===== src/sv/watchdog_timer_with_feed_key_top_assert.svh =====
// ----------------------------------------------------------------------------
// Watchdog timer assertion macros
// Shared concurrent assertion forms for the watchdog timer RTL.
// ----------------------------------------------------------------------------
`ifndef WATCHDOG_TIMER_WITH_FEED_KEY_TOP_ASSERT_SVH
`define WATCHDOG_TIMER_WITH_FEED_KEY_TOP_ASSERT_SVH

// same-cycle implication, checked outside reset
`define WDTFK_ASSERT_SAME(label, ante, cons, msg) \
	label: assert property (@(posedge clk) disable iff (!arst_n) (ante) |-> (cons)) \
		else $error(msg);

// next-cycle implication, checked outside reset
`define WDTFK_ASSERT_NEXT(label, ante, cons, msg) \
	label: assert property (@(posedge clk) disable iff (!arst_n) (ante) |=> (cons)) \
		else $error(msg);

`endif


===== src/sv/wdtfk_pkg.sv =====
`timescale 1ns / 1ps
// ----------------------------------------------------------------------------
// Watchdog timer package
// Operation codes, register offsets, status codes and control bit positions.
// ----------------------------------------------------------------------------
package wdtfk_pkg;

	typedef enum logic [1:0] {
		OP_TICK  = 2'd0,
		OP_READ  = 2'd1,
		OP_WRITE = 2'd2
	} op_t;

	typedef enum logic [1:0] {
		ST_OK         = 2'd0,
		ST_BAD_READ   = 2'd1,
		ST_BAD_KEY    = 2'd2,
		ST_CTRL_LOCKED = 2'd3
	} status_t;

	localparam logic [11:0] OFS_CTRL = 12'd0;
	localparam logic [11:0] OFS_LOAD = 12'd4;
	localparam logic [11:0] OFS_VAL  = 12'd8;
	localparam logic [11:0] OFS_SR   = 12'd12;
	localparam logic [11:0] OFS_KEY  = 12'd16;

	localparam int CTRL_EN    = 0;
	localparam int CTRL_INTEN = 1;
	localparam int CTRL_RSTEN = 2;
	localparam int CTRL_LOCK  = 3;

	localparam logic CFG_FEED_KEY = 1'b0;
	localparam logic CFG_LOCK_KEY = 1'b1;

	localparam logic [31:0] FEED_KEY_RST = 32'h5A5A_5A5A;
	localparam logic [31:0] LOCK_KEY_RST = 32'h1ACC_E551;
	localparam logic [31:0] COUNT_RST    = 32'h0000_FFFF;

endpackage


===== src/sv/watchdog_timer_with_feed_key_top.sv =====
`timescale 1ns / 1ps
// ----------------------------------------------------------------------------
// Watchdog timer with feed key and control lock
// Tick / register-access engine with a one-item input stage and result stage.
// ----------------------------------------------------------------------------
// Usage:
//   Input channel (in_valid/in_ready) carries one item: a tick, a register
//   read or a register write (operation, offset, write_data). Every item
//   gives exactly one result item on the output channel (out_valid/out_ready)
//   with read_data, irq and access_status.
//   An accepted item waits in the input stage, where the register update
//   and result are formed, until the result register is free or drains;
//   the result then moves into the output register and out_valid rises,
//   and the result is taken when out_ready is high.
//   Throughput is one item per clock while out_ready stays high; in_ready
//   stays high while results flow and the control/count registers update.
//   When the receiver stalls, the held result stays put and one more item
//   waits in the input stage; in_ready drops only while both are full.
//   Configuration (feed_key, lock_key) is written via cfg_write_en, cfg_index,
//   cfg_data with the block idle; the user must ensure it, the block does not.
//   Reset (arst_n low) empties both stages, clears CTRL, timeout and armed,
//   sets LOAD and VAL to 0xffff and restores the default keys.
// ----------------------------------------------------------------------------
module watchdog_timer_with_feed_key_top #(
	parameter int COUNT_WIDTH = 32
) (
	input  logic        clk,
	input  logic        arst_n,
	// configuration port
	input  logic        cfg_write_en,
	input  logic        cfg_index,
	input  logic [31:0] cfg_data,
	// input channel
	input  logic        in_valid,
	output logic        in_ready,
	input  logic [1:0]  operation,
	input  logic [11:0] offset,
	input  logic [31:0] write_data,
	// output channel
	output logic        out_valid,
	input  logic        out_ready,
	output logic [31:0] read_data,
	output logic        irq,
	output logic [1:0]  access_status
);

	// ------------------------------------------------------------------
	// Configuration registers: the two key values
	// ------------------------------------------------------------------
	logic [31:0] feed_key_q;
	logic [31:0] lock_key_q;

	always_ff @(posedge clk or negedge arst_n) begin
		if (!arst_n) begin
			feed_key_q <= wdtfk_pkg::FEED_KEY_RST;
			lock_key_q <= wdtfk_pkg::LOCK_KEY_RST;
		end else if (cfg_write_en) begin
			unique case (cfg_index)
				wdtfk_pkg::CFG_FEED_KEY: feed_key_q <= cfg_data;
				wdtfk_pkg::CFG_LOCK_KEY: lock_key_q <= cfg_data;
			endcase
		end
	end

	// ------------------------------------------------------------------
	// Input stage: hold one item until the result stage can take it
	// ------------------------------------------------------------------
	logic        valid_s1;
	logic [1:0]  op_s1;
	logic [11:0] ofs_s1;
	logic [31:0] wdata_s1;
	logic        out_valid_s2;
	logic        advance;

	// advance the item in stage 1 when the result register is free or drains
	assign advance  = valid_s1 && (!out_valid_s2 || out_ready);
	assign in_ready = !valid_s1 || advance;

	always_ff @(posedge clk or negedge arst_n) begin
		if (!arst_n) begin
			valid_s1 <= 1'b0;
		end else if (in_ready) begin
			valid_s1 <= in_valid;
		end
	end

	always_ff @(posedge clk) begin
		if (in_valid && in_ready) begin
			op_s1    <= operation;
			ofs_s1   <= offset;
			wdata_s1 <= write_data;
		end
	end

	// ------------------------------------------------------------------
	// Watchdog state
	// ------------------------------------------------------------------
	logic [3:0]             ctrl_q;
	logic [COUNT_WIDTH-1:0] reload_q;
	logic [COUNT_WIDTH-1:0] count_q;
	logic                   timeout_q;
	logic                   armed_q;

	logic [3:0]             ctrl_d;
	logic [COUNT_WIDTH-1:0] reload_d;
	logic [COUNT_WIDTH-1:0] count_d;
	logic                   timeout_d;
	logic                   armed_d;
	logic [31:0]            rdata_d;
	wdtfk_pkg::status_t     status_d;

	// widened views so the low 32 bits read back at any count width
	logic [63:0]            reload_wide;
	logic [63:0]            count_wide;
	logic [COUNT_WIDTH-1:0] wdata_cnt;

	assign reload_wide = 64'(reload_q);
	assign count_wide  = 64'(count_q);
	assign wdata_cnt   = COUNT_WIDTH'(wdata_s1);

	// ------------------------------------------------------------------
	// Item decode and next state
	// ------------------------------------------------------------------
	always_comb begin
		ctrl_d    = ctrl_q;
		reload_d  = reload_q;
		count_d   = count_q;
		timeout_d = timeout_q;
		armed_d   = armed_q;
		rdata_d   = '0;
		status_d  = wdtfk_pkg::ST_OK;

		unique case (wdtfk_pkg::op_t'(op_s1))
			wdtfk_pkg::OP_TICK: begin
				// count only while enabled and armed; reaching zero times out
				if (ctrl_q[wdtfk_pkg::CTRL_EN] && armed_q) begin
					if (count_q != '0) begin
						count_d = count_q - COUNT_WIDTH'(1);
					end
					if (count_q == '0 || count_q == COUNT_WIDTH'(1)) begin
						timeout_d = 1'b1;
						armed_d   = 1'b0;
					end
				end
			end
			wdtfk_pkg::OP_READ: begin
				unique case (ofs_s1)
					wdtfk_pkg::OFS_CTRL: rdata_d = {28'd0, ctrl_q};
					wdtfk_pkg::OFS_LOAD: rdata_d = reload_wide[31:0];
					wdtfk_pkg::OFS_VAL:  rdata_d = count_wide[31:0];
					wdtfk_pkg::OFS_SR:   rdata_d = {31'd0, timeout_q};
					default:             status_d = wdtfk_pkg::ST_BAD_READ;
				endcase
			end
			wdtfk_pkg::OP_WRITE: begin
				unique case (ofs_s1)
					wdtfk_pkg::OFS_CTRL: begin
						if (ctrl_q[wdtfk_pkg::CTRL_LOCK]) begin
							status_d = wdtfk_pkg::ST_CTRL_LOCKED;
						end else begin
							// an EN change arms or disarms, count untouched
							if (ctrl_q[wdtfk_pkg::CTRL_EN] != wdata_s1[wdtfk_pkg::CTRL_EN]) begin
								armed_d = wdata_s1[wdtfk_pkg::CTRL_EN];
							end
							ctrl_d = wdata_s1[3:0];
						end
					end
					wdtfk_pkg::OFS_LOAD: begin
						reload_d = wdata_cnt;
						if (!ctrl_q[wdtfk_pkg::CTRL_EN]) begin
							count_d = wdata_cnt;
						end
					end
					wdtfk_pkg::OFS_SR: begin
						if (wdata_s1[0]) begin
							timeout_d = 1'b0;
						end
					end
					wdtfk_pkg::OFS_KEY: begin
						// feed wins when both keys match
						priority if (wdata_s1 == feed_key_q) begin
							count_d   = reload_q;
							timeout_d = 1'b0;
							if (ctrl_q[wdtfk_pkg::CTRL_EN]) begin
								armed_d = 1'b1;
							end
						end else if (wdata_s1 == lock_key_q) begin
							ctrl_d[wdtfk_pkg::CTRL_LOCK] = 1'b1;
						end else begin
							status_d = wdtfk_pkg::ST_BAD_KEY;
						end
					end
					default: begin
						// writes to VAL and unlisted offsets drop silently
					end
				endcase
			end
			default: begin
				// unused operation code: no-op with ok status
			end
		endcase
	end

	// commit state only when the item leaves stage 1
	always_ff @(posedge clk or negedge arst_n) begin
		if (!arst_n) begin
			ctrl_q    <= '0;
			reload_q  <= COUNT_WIDTH'(wdtfk_pkg::COUNT_RST);
			count_q   <= COUNT_WIDTH'(wdtfk_pkg::COUNT_RST);
			timeout_q <= 1'b0;
			armed_q   <= 1'b0;
		end else if (advance) begin
			ctrl_q    <= ctrl_d;
			reload_q  <= reload_d;
			count_q   <= count_d;
			timeout_q <= timeout_d;
			armed_q   <= armed_d;
		end
	end

	// ------------------------------------------------------------------
	// Result stage
	// ------------------------------------------------------------------
	logic [31:0] read_data_s2;
	logic        irq_s2;
	logic [1:0]  status_s2;

	always_ff @(posedge clk or negedge arst_n) begin
		if (!arst_n) begin
			out_valid_s2 <= 1'b0;
		end else if (advance) begin
			out_valid_s2 <= 1'b1;
		end else if (out_ready) begin
			out_valid_s2 <= 1'b0;
		end
	end

	always_ff @(posedge clk) begin
		if (advance) begin
			read_data_s2 <= rdata_d;
			irq_s2       <= timeout_d && ctrl_d[wdtfk_pkg::CTRL_INTEN];
			status_s2    <= status_d;
		end
	end

	assign out_valid     = out_valid_s2;
	assign read_data     = read_data_s2;
	assign irq           = irq_s2;
	assign access_status = status_s2;

	// ------------------------------------------------------------------
	// Assertions
	// ------------------------------------------------------------------
`include "watchdog_timer_with_feed_key_top_assert.svh"

	`WDTFK_ASSERT_SAME(a_armed_needs_en, armed_q, ctrl_q[wdtfk_pkg::CTRL_EN], "armed while disabled")
	`WDTFK_ASSERT_SAME(a_timeout_at_zero, $rose(timeout_q), count_q == '0, "timeout with nonzero count")
	`WDTFK_ASSERT_NEXT(a_lock_freezes_ctrl, ctrl_q[wdtfk_pkg::CTRL_LOCK], $stable(ctrl_q), "ctrl changed while locked")
	`WDTFK_ASSERT_NEXT(a_state_holds_idle, !advance, $stable(count_q) && $stable(ctrl_q), "state moved without an item")

endmodule


===== config.mk =====
export PLATFORM = sky130hd
export DESIGN_NAME = watchdog_timer_with_feed_key_top
export DESIGN_NICKNAME = d
export VERILOG_FILES = /design/src/sv/wdtfk_pkg.sv /design/src/sv/watchdog_timer_with_feed_key_top.sv
export VERILOG_INCLUDE_DIRS = /design/src /design/src/sv
export SDC_FILE = /design/constraint.sdc
export NUM_CORES = 1
export LEC_CHECK = 0
export BUFFER_PORTS_ARGS = -buffer_cell sky130_fd_sc_hd__buf_2
export CAP_MARGIN = 20
export CORE_MARGIN = 2
export CORE_UTILIZATION = 60
export CTS_BUF_LIST = sky130_fd_sc_hd__clkbuf_8
export DETAILED_ROUTE_END_ITERATION = 10
export PLACE_DENSITY = 0.88
export RECOVER_POWER = 50
export SETUP_SLACK_MARGIN = 0.4
export SLEW_MARGIN = 20
export SYNTH_ARGS = -nofsm -noshare
export SYNTH_HDL_FRONTEND = slang
export SYNTH_SLANG_ARGS = --single-unit

===== constraint.sdc =====
create_clock -name clk -period 4.1 [get_ports clk]
set_input_delay 0.41 -clock clk [delete_from_list [all_inputs] [get_ports clk]]
set_output_delay 0.41 -clock clk [all_outputs]
set_load 0.03 [all_outputs]

==> results of run 1 <==
==> state kept, by name, indices dropped and copies added (netlist names) <==
register / flops
access_status: 2
ofs_s1: 12
armed_q: 1
wdata_cnt: 32
timeout_q: 1
irq: 1
reload_q: 32
ctrl_q: 4
valid_s1: 1
feed_key_q: 32
read_data: 32
count_q: 32
op_s1: 2
lock_key_q: 32
out_valid: 1
==> worst min-delay path by stage <==
stage	endpoint	from	slack, ps
2_1_floorplan	armed_q	arst_n	110
3_3_place_gp	count_q[5]	count_q[5]	480
3_5_place_dp	count_q[5]	count_q[5]	490
4_1_cts	ofs_s1[4]	offset[4]	30
5_1_grt	ofs_s1[4]	offset[4]	40
6_report	wdata_cnt[9]	write_data[9]	50
==> cell usage after synthesis, types with 4 or more instances <==
cell,count,area share (%)
a21oi_1,19,0.91
a22oi_1,30,2.2
a31oi_1,6,0.36
a32o_1,10,0.96
and3_1,8,0.48
buf_1,6,0.22
buf_2,12,0.57
buf_6,4,0.43
clkbuf_1,22,0.79
dfrtp_1,73,17
dfstp_2,63,16
edfxtp_1,81,23
ha_1,6,0.72
inv_1,12,0.43
mux2_2,101,11
mux2i_1,21,2.0
nand2_1,70,2.5
nand3_1,28,1.3
nand3b_1,4,0.29
nand4_1,14,0.84
nor2_1,58,2.1
nor3_1,11,0.53
nor4_1,14,0.84
o21ai_0,28,1.3
o22ai_1,7,0.42
or3_1,15,0.90
xnor2_1,32,2.7
xor2_1,32,2.7
==> kinds of logic after synthesis <==
kind of cell    Yosys count  share of synthesized area (%)
compound gates          132                           8.78
xor+xnor                 64                           5.35
fa+ha+maj                 6                          0.717
buf+inv                  58                           2.58
flops                   217                           56.5
mux                     123                           13.1
simple gates            255                           13.0
==> layout make-up <==
| type | count | area share, % |
|---|---|---|
| Tap cell | 225 | 2.36 |
| Sequential cell | 217 | 49.5 |
| Multi-Input combinational cell | 580 | 36.0 |
| Timing Repair Buffer | 135 | 5.88 |
| Clock buffer | 44 | 5.07 |
| Antenna cell | 1 | 0.0209 |
| Inverter | 12 | 0.377 |
| Clock inverter | 22 | 0.807 |
==> per-layer routing <==
layer	vias up	track usage, %	part of all wire [%]
li1	3430	-	-
met1	3751	42.5	42
met2	407	43.7	46
met3	68	5.33	9.5
met4	0	12.4	3.2
met5	-	0	0
==> report_power, final <==
group          total [mW]  switching (mW)  internal, mW
logic               0.721           0.401         0.320
clock network        1.83           0.859         0.973
registers            2.77           0.222          2.54
==> results.py, run 1 <==
metrics = {
    "status": {
        "status": "finished with violations",
        "violations": "capacitance limit, slew limit",
    },
    "global_routing": {
        "grt_pass1_wl_mm": 41.3,
        "overflow": 0,
        "grt_max_degree": 78,
        "antenna_found_initial": 1,
        "grtUsageTotal_pct": 29.3,
        "grt_pass1_vias": 7543,
    },
    "min_path": {
        "min_path_cells": 1,
        "hp-class": "input pin to flop",
    },
    "timing": {
        "setup_viol": 0,
        "tightest_slew_ps": 1920,
        "skew_ps": 28.0,
        "final_hold_viol_count": 0,
        "setup_slack_ps": 887,
        "slew_violations": 205,
        "fin_tns_setup_ps": 0,
        "fin_crit_ps": 3210,
        "fin_hold_ws_ps": 46.8,
        "rsz0062_at_grt": "no",
        "relSlewSlack_pct": -28.1,
        "max_freq_mhz": 311,
        "period_share_pct": 78.4,
    },
    "worst_setup_path": {
        "path_class": "flop to flop",
        "cp.depth": 7,
        "cp_max_fo": 24,
        "worstPathRequired_ps": 4560,
        "start_kind": "flop",
        "endpoint_kind": "flop",
        "path_delay_family": "simple AND/OR/NAND/NOR gates",
        "r2r_cells": 7,
        "timing.rr.end": "count_q[14]",
        "slowest_stage": "or4b_1",
        "reg2reg_from": "ofs_s1[5]",
        "arrival_ps": 3680,
        "worstPathBufferInverterCount": 1,
        "slowest_delay_ps": 1070,
        "crit_end": "count_q[14]",
        "crit_chain": "nor3_1, nand3_4, or4b_1, buf_4, mux2i_1, o21ai_0, a21o_1",
        "crit_path_start": "ofs_s1[5]",
        "rrSetupSlack_ps": 890,
    },
    "floorplanning": {
        "fp-row-count": 48,
        "start_util_pct": 61.0,
        "io_pins": 121,
        "die_w_um": 136,
        "coreArea_um2": 17200,
        "dieArea_um2": 18500,
        "dieHeight_um": 136,
    },
    "clocking": {
        "cts.sink_count": 217,
        "cts-hold-fix-buffers": 0,
        "clkSlewWorstSetupHoldPaths_ps": 60,
        "clock_latency_ps": 550,
        "post_cts_buffers": 0,
        "htree_levels": 2,
        "cts_made_buffers": 36,
        "clock_path_buffers": 3,
        "cts_tree": "done",
        "clockRootBuffer": "clkbuf_8",
        "cts_resized": 0,
    },
    "layout": {
        "post-route-util_pct": 69.5,
        "drive_above_1_share_pct": 36.3,
        "final_common_cell": "buf_2",
        "nNetsFinal": 1072,
        "ff_latch_area_um2": 5910,
        "mostFrequentLayoutCells": "buf_2, mux2_2, edfxtp_1",
        "final_area_um2": 11900,
        "multi_input_area_um2": 4300,
        "fill_cells": 1243,
        "synthToLayoutAreaGrowth_pct": 14.0,
        "instances_no_fill": 1236,
    },
    "synth": {
        "syn_area_um2": 10500,
        "syn-num-nets": 945,
        "synth_seq_cells": 217,
        "avgSynthCellArea_um2": 12.3,
        "yosysUniqueCellTypes": 72,
        "synthCells": 855,
        "synth_flop_cell": "edfxtp_1",
        "synth-edff-count": 81,
        "yosysWarnings": 0,
        "synthArstFlopShare_pct": 62.7,
        "ys_seq_area_share_pct": 56.5,
    },
    "placement": {
        "place_worst_setup_slack_ps": 943,
        "gp_congestion": 0.913,
        "dp_cells": 1169,
        "dpl.hpwl_mm": 18.5,
        "io_buffers": 120,
        "placed_area_um2": 11300,
    },
    "job": {
        "maxCapViolCount": 4,
    },
    "route": {
        "vias_per_cell": 6.19,
        "ant_nets": 0,
        "drt_iter0_markers": 727,
        "vias": 7656,
        "drt-wirelength-per-cell_um": 21.3,
        "drtPass1Iterations": 6,
        "drc": 0,
        "totalWireLength_mm": 26.4,
    },
    "power_and_ir_drop": {
        "peakVddDrop_uv": 397,
        "power.leakage_nw": 4.88,
        "fin_total_pwr_mw": 5.32,
        "power.density_nw_per_um2": 445,
    },
}
(Power assumes the default switching activity.)
==> inputs of run 2 (changes only) <==
--- a/config.mk
+++ b/config.mk
@@ -6,13 +6,14 @@
 export SDC_FILE = /design/constraint.sdc
 export NUM_CORES = 1
 export LEC_CHECK = 0
+export ABC_AREA = 1
 export BUFFER_PORTS_ARGS = -buffer_cell sky130_fd_sc_hd__buf_2
 export CAP_MARGIN = 20
 export CORE_MARGIN = 2
 export CORE_UTILIZATION = 60
 export CTS_BUF_LIST = sky130_fd_sc_hd__clkbuf_8
 export DETAILED_ROUTE_END_ITERATION = 10
-export PLACE_DENSITY = 0.88
+export PLACE_DENSITY = 0.87
 export RECOVER_POWER = 50
 export SETUP_SLACK_MARGIN = 0.4
 export SLEW_MARGIN = 20
==> constraint.sdc (replaced) <==
create_clock -name clk -period 3 [get_ports clk]
set_input_delay 0.3 -clock clk [delete_from_list [all_inputs] [get_ports clk]]
set_output_delay 0.3 -clock clk [all_outputs]
set_load 0.03 [all_outputs]
==> run 2 against run 1 <==
  * The flow still finishes with violations (capacitance limit, slew limit)
  * Highest routed layer unchanged
  * Register-to-register slack lost 300 ps
  * Clock skew fell by 4.5 ps
  * Synthesized area rose by 3.4%
  * Power up 66%
  * Worst hold slack got worse by 41 ps
  * Critical endpoint is now feed_key_q[9]
  * Sequential power up 48%
  * Count of clock-buffer cells in the layout decreased by 6
  * Synthesized cell count increased by 48%
  * Largest power group unchanged
==> results.py, run 2 <==
metrics = {
    "clocking": {
        "cts.sink_count": 217,
        "clock_path_buffers": 3,
        "cts_tree": "done",
        "htree_levels": 2,
        "clkSlewWorstSetupHoldPaths_ps": 70,
        "clock_latency_ps": 540,
        "clockRootBuffer": "clkbuf_8",
        "cts_made_buffers": 35,
    },
    "synth": {
        "ys_seq_area_share_pct": 54.6,
        "synth-edff-count": 81,
        "synth_compound_area_share_pct": 12.4,
        "synth_mux_area_share_pct": 0.416,
        "synthArstFlopShare_pct": 62.7,
        "avgSynthCellArea_um2": 8.58,
        "synth_xor_area_share_pct": 5.42,
        "yosysMostFrequentCell": "nand2_1",
        "synth_top_area_cell": "edfxtp_1",
        "synth_seq_cells": 217,
        "netlist_top_cells_count": "nand2_1, inv_1, o21ai_0",
        "yosysWarnings": 0,
        "synth_top_family_by_area": "simple AND/OR/NAND/NOR gates",
        "synth-simple-area-share_pct": 19.5,
        "syn_area_um2": 10800,
        "synth_top_area_share_pct": 22.5,
        "synthCells": 1262,
        "synth_flop_cell": "edfxtp_1",
        "synth_adder_area_share_pct": 0.693,
        "synth.area.top_cells": "edfxtp_1, dfrtp_1, dfstp_2, nand2_1, o21ai_0",
        "syn-num-nets": 1352,
        "yosysUniqueCellTypes": 48,
    },
    "timing": {
        "setup_viol": 0,
        "period_share_pct": 81.2,
        "max_freq_mhz": 411,
        "fin_crit_ps": 2440,
        "fin_tns_setup_ps": 0,
        "relSlewSlack_pct": -68.2,
        "skew_ps": 23.4,
        "setup_slack_ps": 564,
        "rsz0062_at_grt": "no",
        "tightest_slew_ps": 2520,
        "slew_violations": 130,
        "final_hold_viol_count": 0,
        "fin_hold_ws_ps": 6.08,
    },
    "status": {
        "status": "finished with violations",
        "violations": "capacitance limit, slew limit",
    },
    "layout": {
        "mostFrequentLayoutCells": "nand2_1, inv_1, o21ai_0",
        "drive_above_1_share_pct": 18.1,
        "nNetsFinal": 1532,
        "final_area_um2": 12900,
        "synthToLayoutAreaGrowth_pct": 18.8,
        "final_common_cell": "nand2_1",
        "instances_no_fill": 1697,
        "fill_cells": 1255,
        "diodes": 0,
        "post-route-util_pct": 72.1,
    },
    "global_routing": {
        "grt_max_degree": 75,
        "grtUsageTotal_pct": 28.9,
        "gr-usage-met1_pct": 40.0,
        "grt.met2_usage_pct": 45.9,
        "grt_pass1_vias": 9014,
        "grt_use_met3_pct": 5.65,
        "overflow": 0,
        "grt_pass1_wl_mm": 44.8,
        "grt.busiest_layer": "met2",
        "antenna_found_initial": 0,
    },
    "job": {
        "maxCapViolCount": 2,
    },
    "min_path": {
        "hp-class": "input pin to flop",
        "min_from": "cfg_data[10]",
        "min_path_cells": 3,
        "hold_end": "lock_key_q[10]",
    },
    "placement": {
        "placed_area_um2": 11600,
        "dp_cells": 1578,
        "dpl.hpwl_mm": 17.9,
        "io_buffers": 120,
        "place_worst_setup_slack_ps": 569,
        "gp_congestion": 0.962,
    },
    "floorplanning": {
        "fp-row-count": 49,
        "die_w_um": 138,
        "dieHeight_um": 138,
        "dieArea_um2": 19100,
        "coreArea_um2": 17800,
        "start_util_pct": 60.7,
        "io_pins": 121,
    },
    "worst_setup_path": {
        "timing.rr.end": "count_q[29]",
        "start_kind": "input pin",
        "reg2reg_from": "op_s1[0]",
        "slowest_delay_ps": 1790,
        "slowest_stage": "clkbuf_1",
        "crit_path_frequent_cell": "clkbuf_1",
        "arrival_ps": 2750,
        "path_class": "input pin to flop",
        "rrSetupSlack_ps": 590,
        "worstPathBufferInverterCount": 3,
        "path_delay_family": "buffers and inverters",
        "endpoint_kind": "flop",
        "worstPathRequired_ps": 3320,
        "r2r_cells": 9,
        "cp_max_fo": 64,
        "crit_chain": "clkbuf_1, inv_1, nand2_1, clkbuf_1, o21ai_0",
    },
    "route": {
        "ant_nets": 0,
        "vias": 9417,
        "totalWireLength_mm": 28.5,
        "vias_per_cell": 5.55,
        "drc": 0,
        "drt-wirelength-per-cell_um": 16.8,
        "drt_iter0_markers": 982,
        "drtPass1Iterations": 5,
    },
    "power_and_ir_drop": {
        "power.density_nw_per_um2": 688,
        "fin_total_pwr_mw": 8.85,
        "peakVddDrop_uv": 434,
        "power.leakage_nw": 5.63,
    },
}
==> run 2: final cells by class <==
class	count	area [µm²]	area share [%]
clock buffers	38	523	4.06
clock inverters	25	159	1.24
multi-input cells	859	4240	32.9
well taps	229	287	2.23
flip-flops and latches	217	5910	46.0
inverters	144	542	4.21
repair buffers	185	1200	9.36
==> run 2: timing repair <==
action                                 in CTS  in global routing
gates resized for setup                     0                  6
hold buffers                               49                  0
setup endpoints to repair                   0                 32
endpoints found under the hold margin      63                  0
setup buffers                               0                  3
==> run 2: worst max path at each step <==
stage | start | endpoint | slack [ps] | depth (start not counted)
6_report | cfg_index | feed_key_q[9] | 560 | 5
3_5_place_dp | ofs_s1[1] | count_q[9] | 570 | 10
5_1_grt | cfg_index | feed_key_q[9] | 250 | 5
2_1_floorplan | out_valid | ofs_s1[0] | 720 | 3
3_3_place_gp | ofs_s1[0] | count_q[22] | 680 | 11
4_1_cts | ofs_s1[1] | count_q[9] | 560 | 10
==> run 2: power breakdown <==
part           internal [mW]  total [mW]  switching, mW  leakage [nW]
sequential              3.64        4.11          0.467          2.39
clock                   1.35        2.53           1.18         0.386
combinational          0.809        2.21           1.40          2.85
total                   5.80        8.85           3.05          5.63
==> run 2: logic make-up (layout without fill, tap and decap cells) <==
group / Yosys count / after routing
adder cells (fa/ha/maj): 6 / 6
XOR/XNOR: 67 / 67
flip-flops: 217 / 217
buffers and inverters: 190 / 392
multiplexers: 4 / 4
AO/OA/AOI/OAI: 260 / 260
AND/OR/NAND/NOR: 518 / 522
==> run 2: worst min-delay path, cell delays in order <==
cell	delay, ps
buf_2	100
inv_1	60
o21ai_0	80
==> run 2: per-layer routing <==
layer	wire length, µm	up-vias
li1	-	4439
met1	11800	4416
met2	13300	483
met3	2550	79
met4	873	0
met5	0	-
==> inputs of run 3 (changes only) <==
==> constraint.sdc (replaced) <==
create_clock -name clk -period 2.35 [get_ports clk]
set_input_delay 0.235 -clock clk [delete_from_list [all_inputs] [get_ports clk]]
set_output_delay 0.235 -clock clk [all_outputs]
set_load 0.03 [all_outputs]
==> run 3 against run 2 <==
  * The flow now finishes without violations
  * Sequential cell count unchanged
  * Sequential power up 29%
  * Global-route usage up 5.0 points
  * Highest routed layer unchanged
==> results.py, run 3 (synthesized netlist as in run 2, its figures left out) <==
metrics = {
    "timing": {
        "tightest_slew_ps": 1260,
        "setup_slack_ps": 108,
        "max_freq_mhz": 446,
        "final_hold_viol_count": 0,
        "fin_crit_ps": 2240,
        "rsz0062_at_grt": "yes",
        "slew_violations": 0,
        "fin_tns_setup_ps": 0,
        "setup_viol": 0,
        "relSlewSlack_pct": 15.7,
        "skew_ps": 33.4,
        "period_share_pct": 95.4,
        "fin_hold_ws_ps": 26.2,
    },
    "global_routing": {
        "grt_pass1_wl_mm": 51.5,
        "grt_max_degree": 65,
        "overflow": 0,
        "grtUsageTotal_pct": 33.8,
        "antenna_found_initial": 0,
        "grt_pass1_vias": 9907,
    },
    "floorplanning": {
        "io_pins": 121,
        "fp-row-count": 49,
        "start_util_pct": 60.7,
        "coreArea_um2": 17800,
        "die_w_um": 138,
        "dieHeight_um": 138,
        "dieArea_um2": 19100,
    },
    "layout": {
        "diodes": 0,
        "instances_no_fill": 1767,
        "drive_above_1_share_pct": 24.5,
        "synthToLayoutAreaGrowth_pct": 29.0,
        "final_common_cell": "nand2_1",
        "post-route-util_pct": 78.3,
        "mostFrequentLayoutCells": "nand2_1, inv_1, o21ai_0",
        "nNetsFinal": 1600,
        "fill_cells": 1019,
    },
    "clocking": {
        "cts.sink_count": 217,
        "htree_levels": 2,
        "cts_made_buffers": 36,
        "clock_path_buffers": 3,
        "clkSlewWorstSetupHoldPaths_ps": 70,
        "clockRootBuffer": "clkbuf_8",
        "cts_tree": "done",
        "clock_latency_ps": 560,
    },
    "placement": {
        "io_buffers": 120,
        "place_worst_setup_slack_ps": 134,
        "gp_congestion": 1.00,
        "dpl.hpwl_mm": 18.9,
        "dp_cells": 1584,
    },
    "worst_setup_path": {
        "worstPathBufferInverterCount": 3,
        "slowest_delay_ps": 460,
        "arrival_ps": 2680,
        "cp_max_fo": 8,
        "path_class": "flop to flop",
        "path_delay_family": "simple AND/OR/NAND/NOR gates",
        "crit_path_frequent_cell": "nand2_1",
        "slowest_stage": "edfxtp_1",
        "start_kind": "flop",
        "endpoint_kind": "flop",
        "crit_chain": "inv_2, nand2_1, nand2_1, nand2_1, nor2_1, nand2_1, nor2_2, nand2_2, nand3_2, nand3_4, buf_12, clkbuf_16, nand2_1, o21ai_1",
        "worstPathRequired_ps": 2790,
    },
    "status": {
        "status": "completed",
    },
    "power_and_ir_drop": {
        "power.density_nw_per_um2": 851,
        "power.leakage_nw": 6.18,
        "peakVddDrop_uv": 748,
    },
    "route": {
        "drc": 0,
        "vias": 10800,
        "totalWireLength_mm": 37.4,
        "drt-wirelength-per-cell_um": 21.2,
        "drtPass1Iterations": 7,
        "ant_nets": 0,
        "drt_iter0_markers": 1582,
        "vias_per_cell": 6.11,
    },
    "min_path": {
        "hp-class": "input pin to flop",
    },
    "job": {
        "maxCapViolCount": 0,
    },
}
## run 3: cell count changes in the layout (fill, tap and decap cells not counted), moves of 6 or more
cell           delta
buf_12            +9
buf_4            +20
clkinv_1          -8
dlygate4sd3_1    +31
nand2_1          -14
nand2_2          +12
nor2_1           -14
nor2_2            +8
nor2_4            +6
o21ai_1          -15
o21ai_2          +18
## run 3: layout make-up
class                   count  area (µm²)  share of cell area [%]
clock buffers              42         578                    4.14
flip-flops and latches    217        5920                    42.3
multi-input cells         856        4460                    31.9
inverters                 144         559                    4.00
well taps                 229         287                    2.05
clock inverters            24         103                   0.734
repair buffers            255        2070                    14.8
## run 3: metrics by stage
step	power (mW)	instance area, µm²
6_report	11.9	14000
5_1_grt	12.4	14000
4_1_cts	11.3	13400
3_5_place_dp	8.01	11700
3_3_place_gp	7.90	11700
2_1_floorplan	7.18	10900
## run 3: worst register-to-register path, stage by stage, from the launching register on
cell	delay, ps
edfxtp_1	460
inv_2	140
nand2_1	60
nand2_1	50
nand2_1	60
nor2_1	110
nand2_1	170
nor2_2	260
nand2_2	130
nand3_2	110
nand3_4	130
buf_12	170
clkbuf_16	160
nand2_1	50
o21ai_1	60
## run 3: worst paths after layout
check	start	to	slack, ps	depth (start not counted)
min	cfg_data[28]	lock_key_q[28]	30	3
max reg2reg	wdata_cnt[0]	count_q[20]	110	14
min reg2reg	reload_q[14]	reload_q[14]	500	2
max	wdata_cnt[0]	count_q[20]	110	14
max in group asynchronous	arst_n	feed_key_q[26]	440	3
min in group asynchronous	arst_n	out_valid	470	2
## run 3: where the power goes
group          internal, mW  switching, mW  leakage (nW)  total (mW)
registers              4.65          0.651          2.39        5.30
clock network          1.64           1.63         0.413        3.26
logic                  1.25           2.08          3.37        3.33
total                  7.53           4.36          6.18        11.9
## run 3: routing by layer
metal	GRT usage (%)	wire [µm]	up-vias
met3	6.86	4120	234
met5	0	0	-
met2	56.1	17800	901
met1	44.0	13100	5083
met4	13.8	2460	0
li1	-	-	4573
## run 3: repair_timing
action	in CTS	in global routing
cloned	3	4
buffers inserted	5	25
pin swaps	0	13
resized for setup	21	81
hold buffers	80	0
endpoints found under the setup margin	39	92
endpoints found under the hold margin	163	0
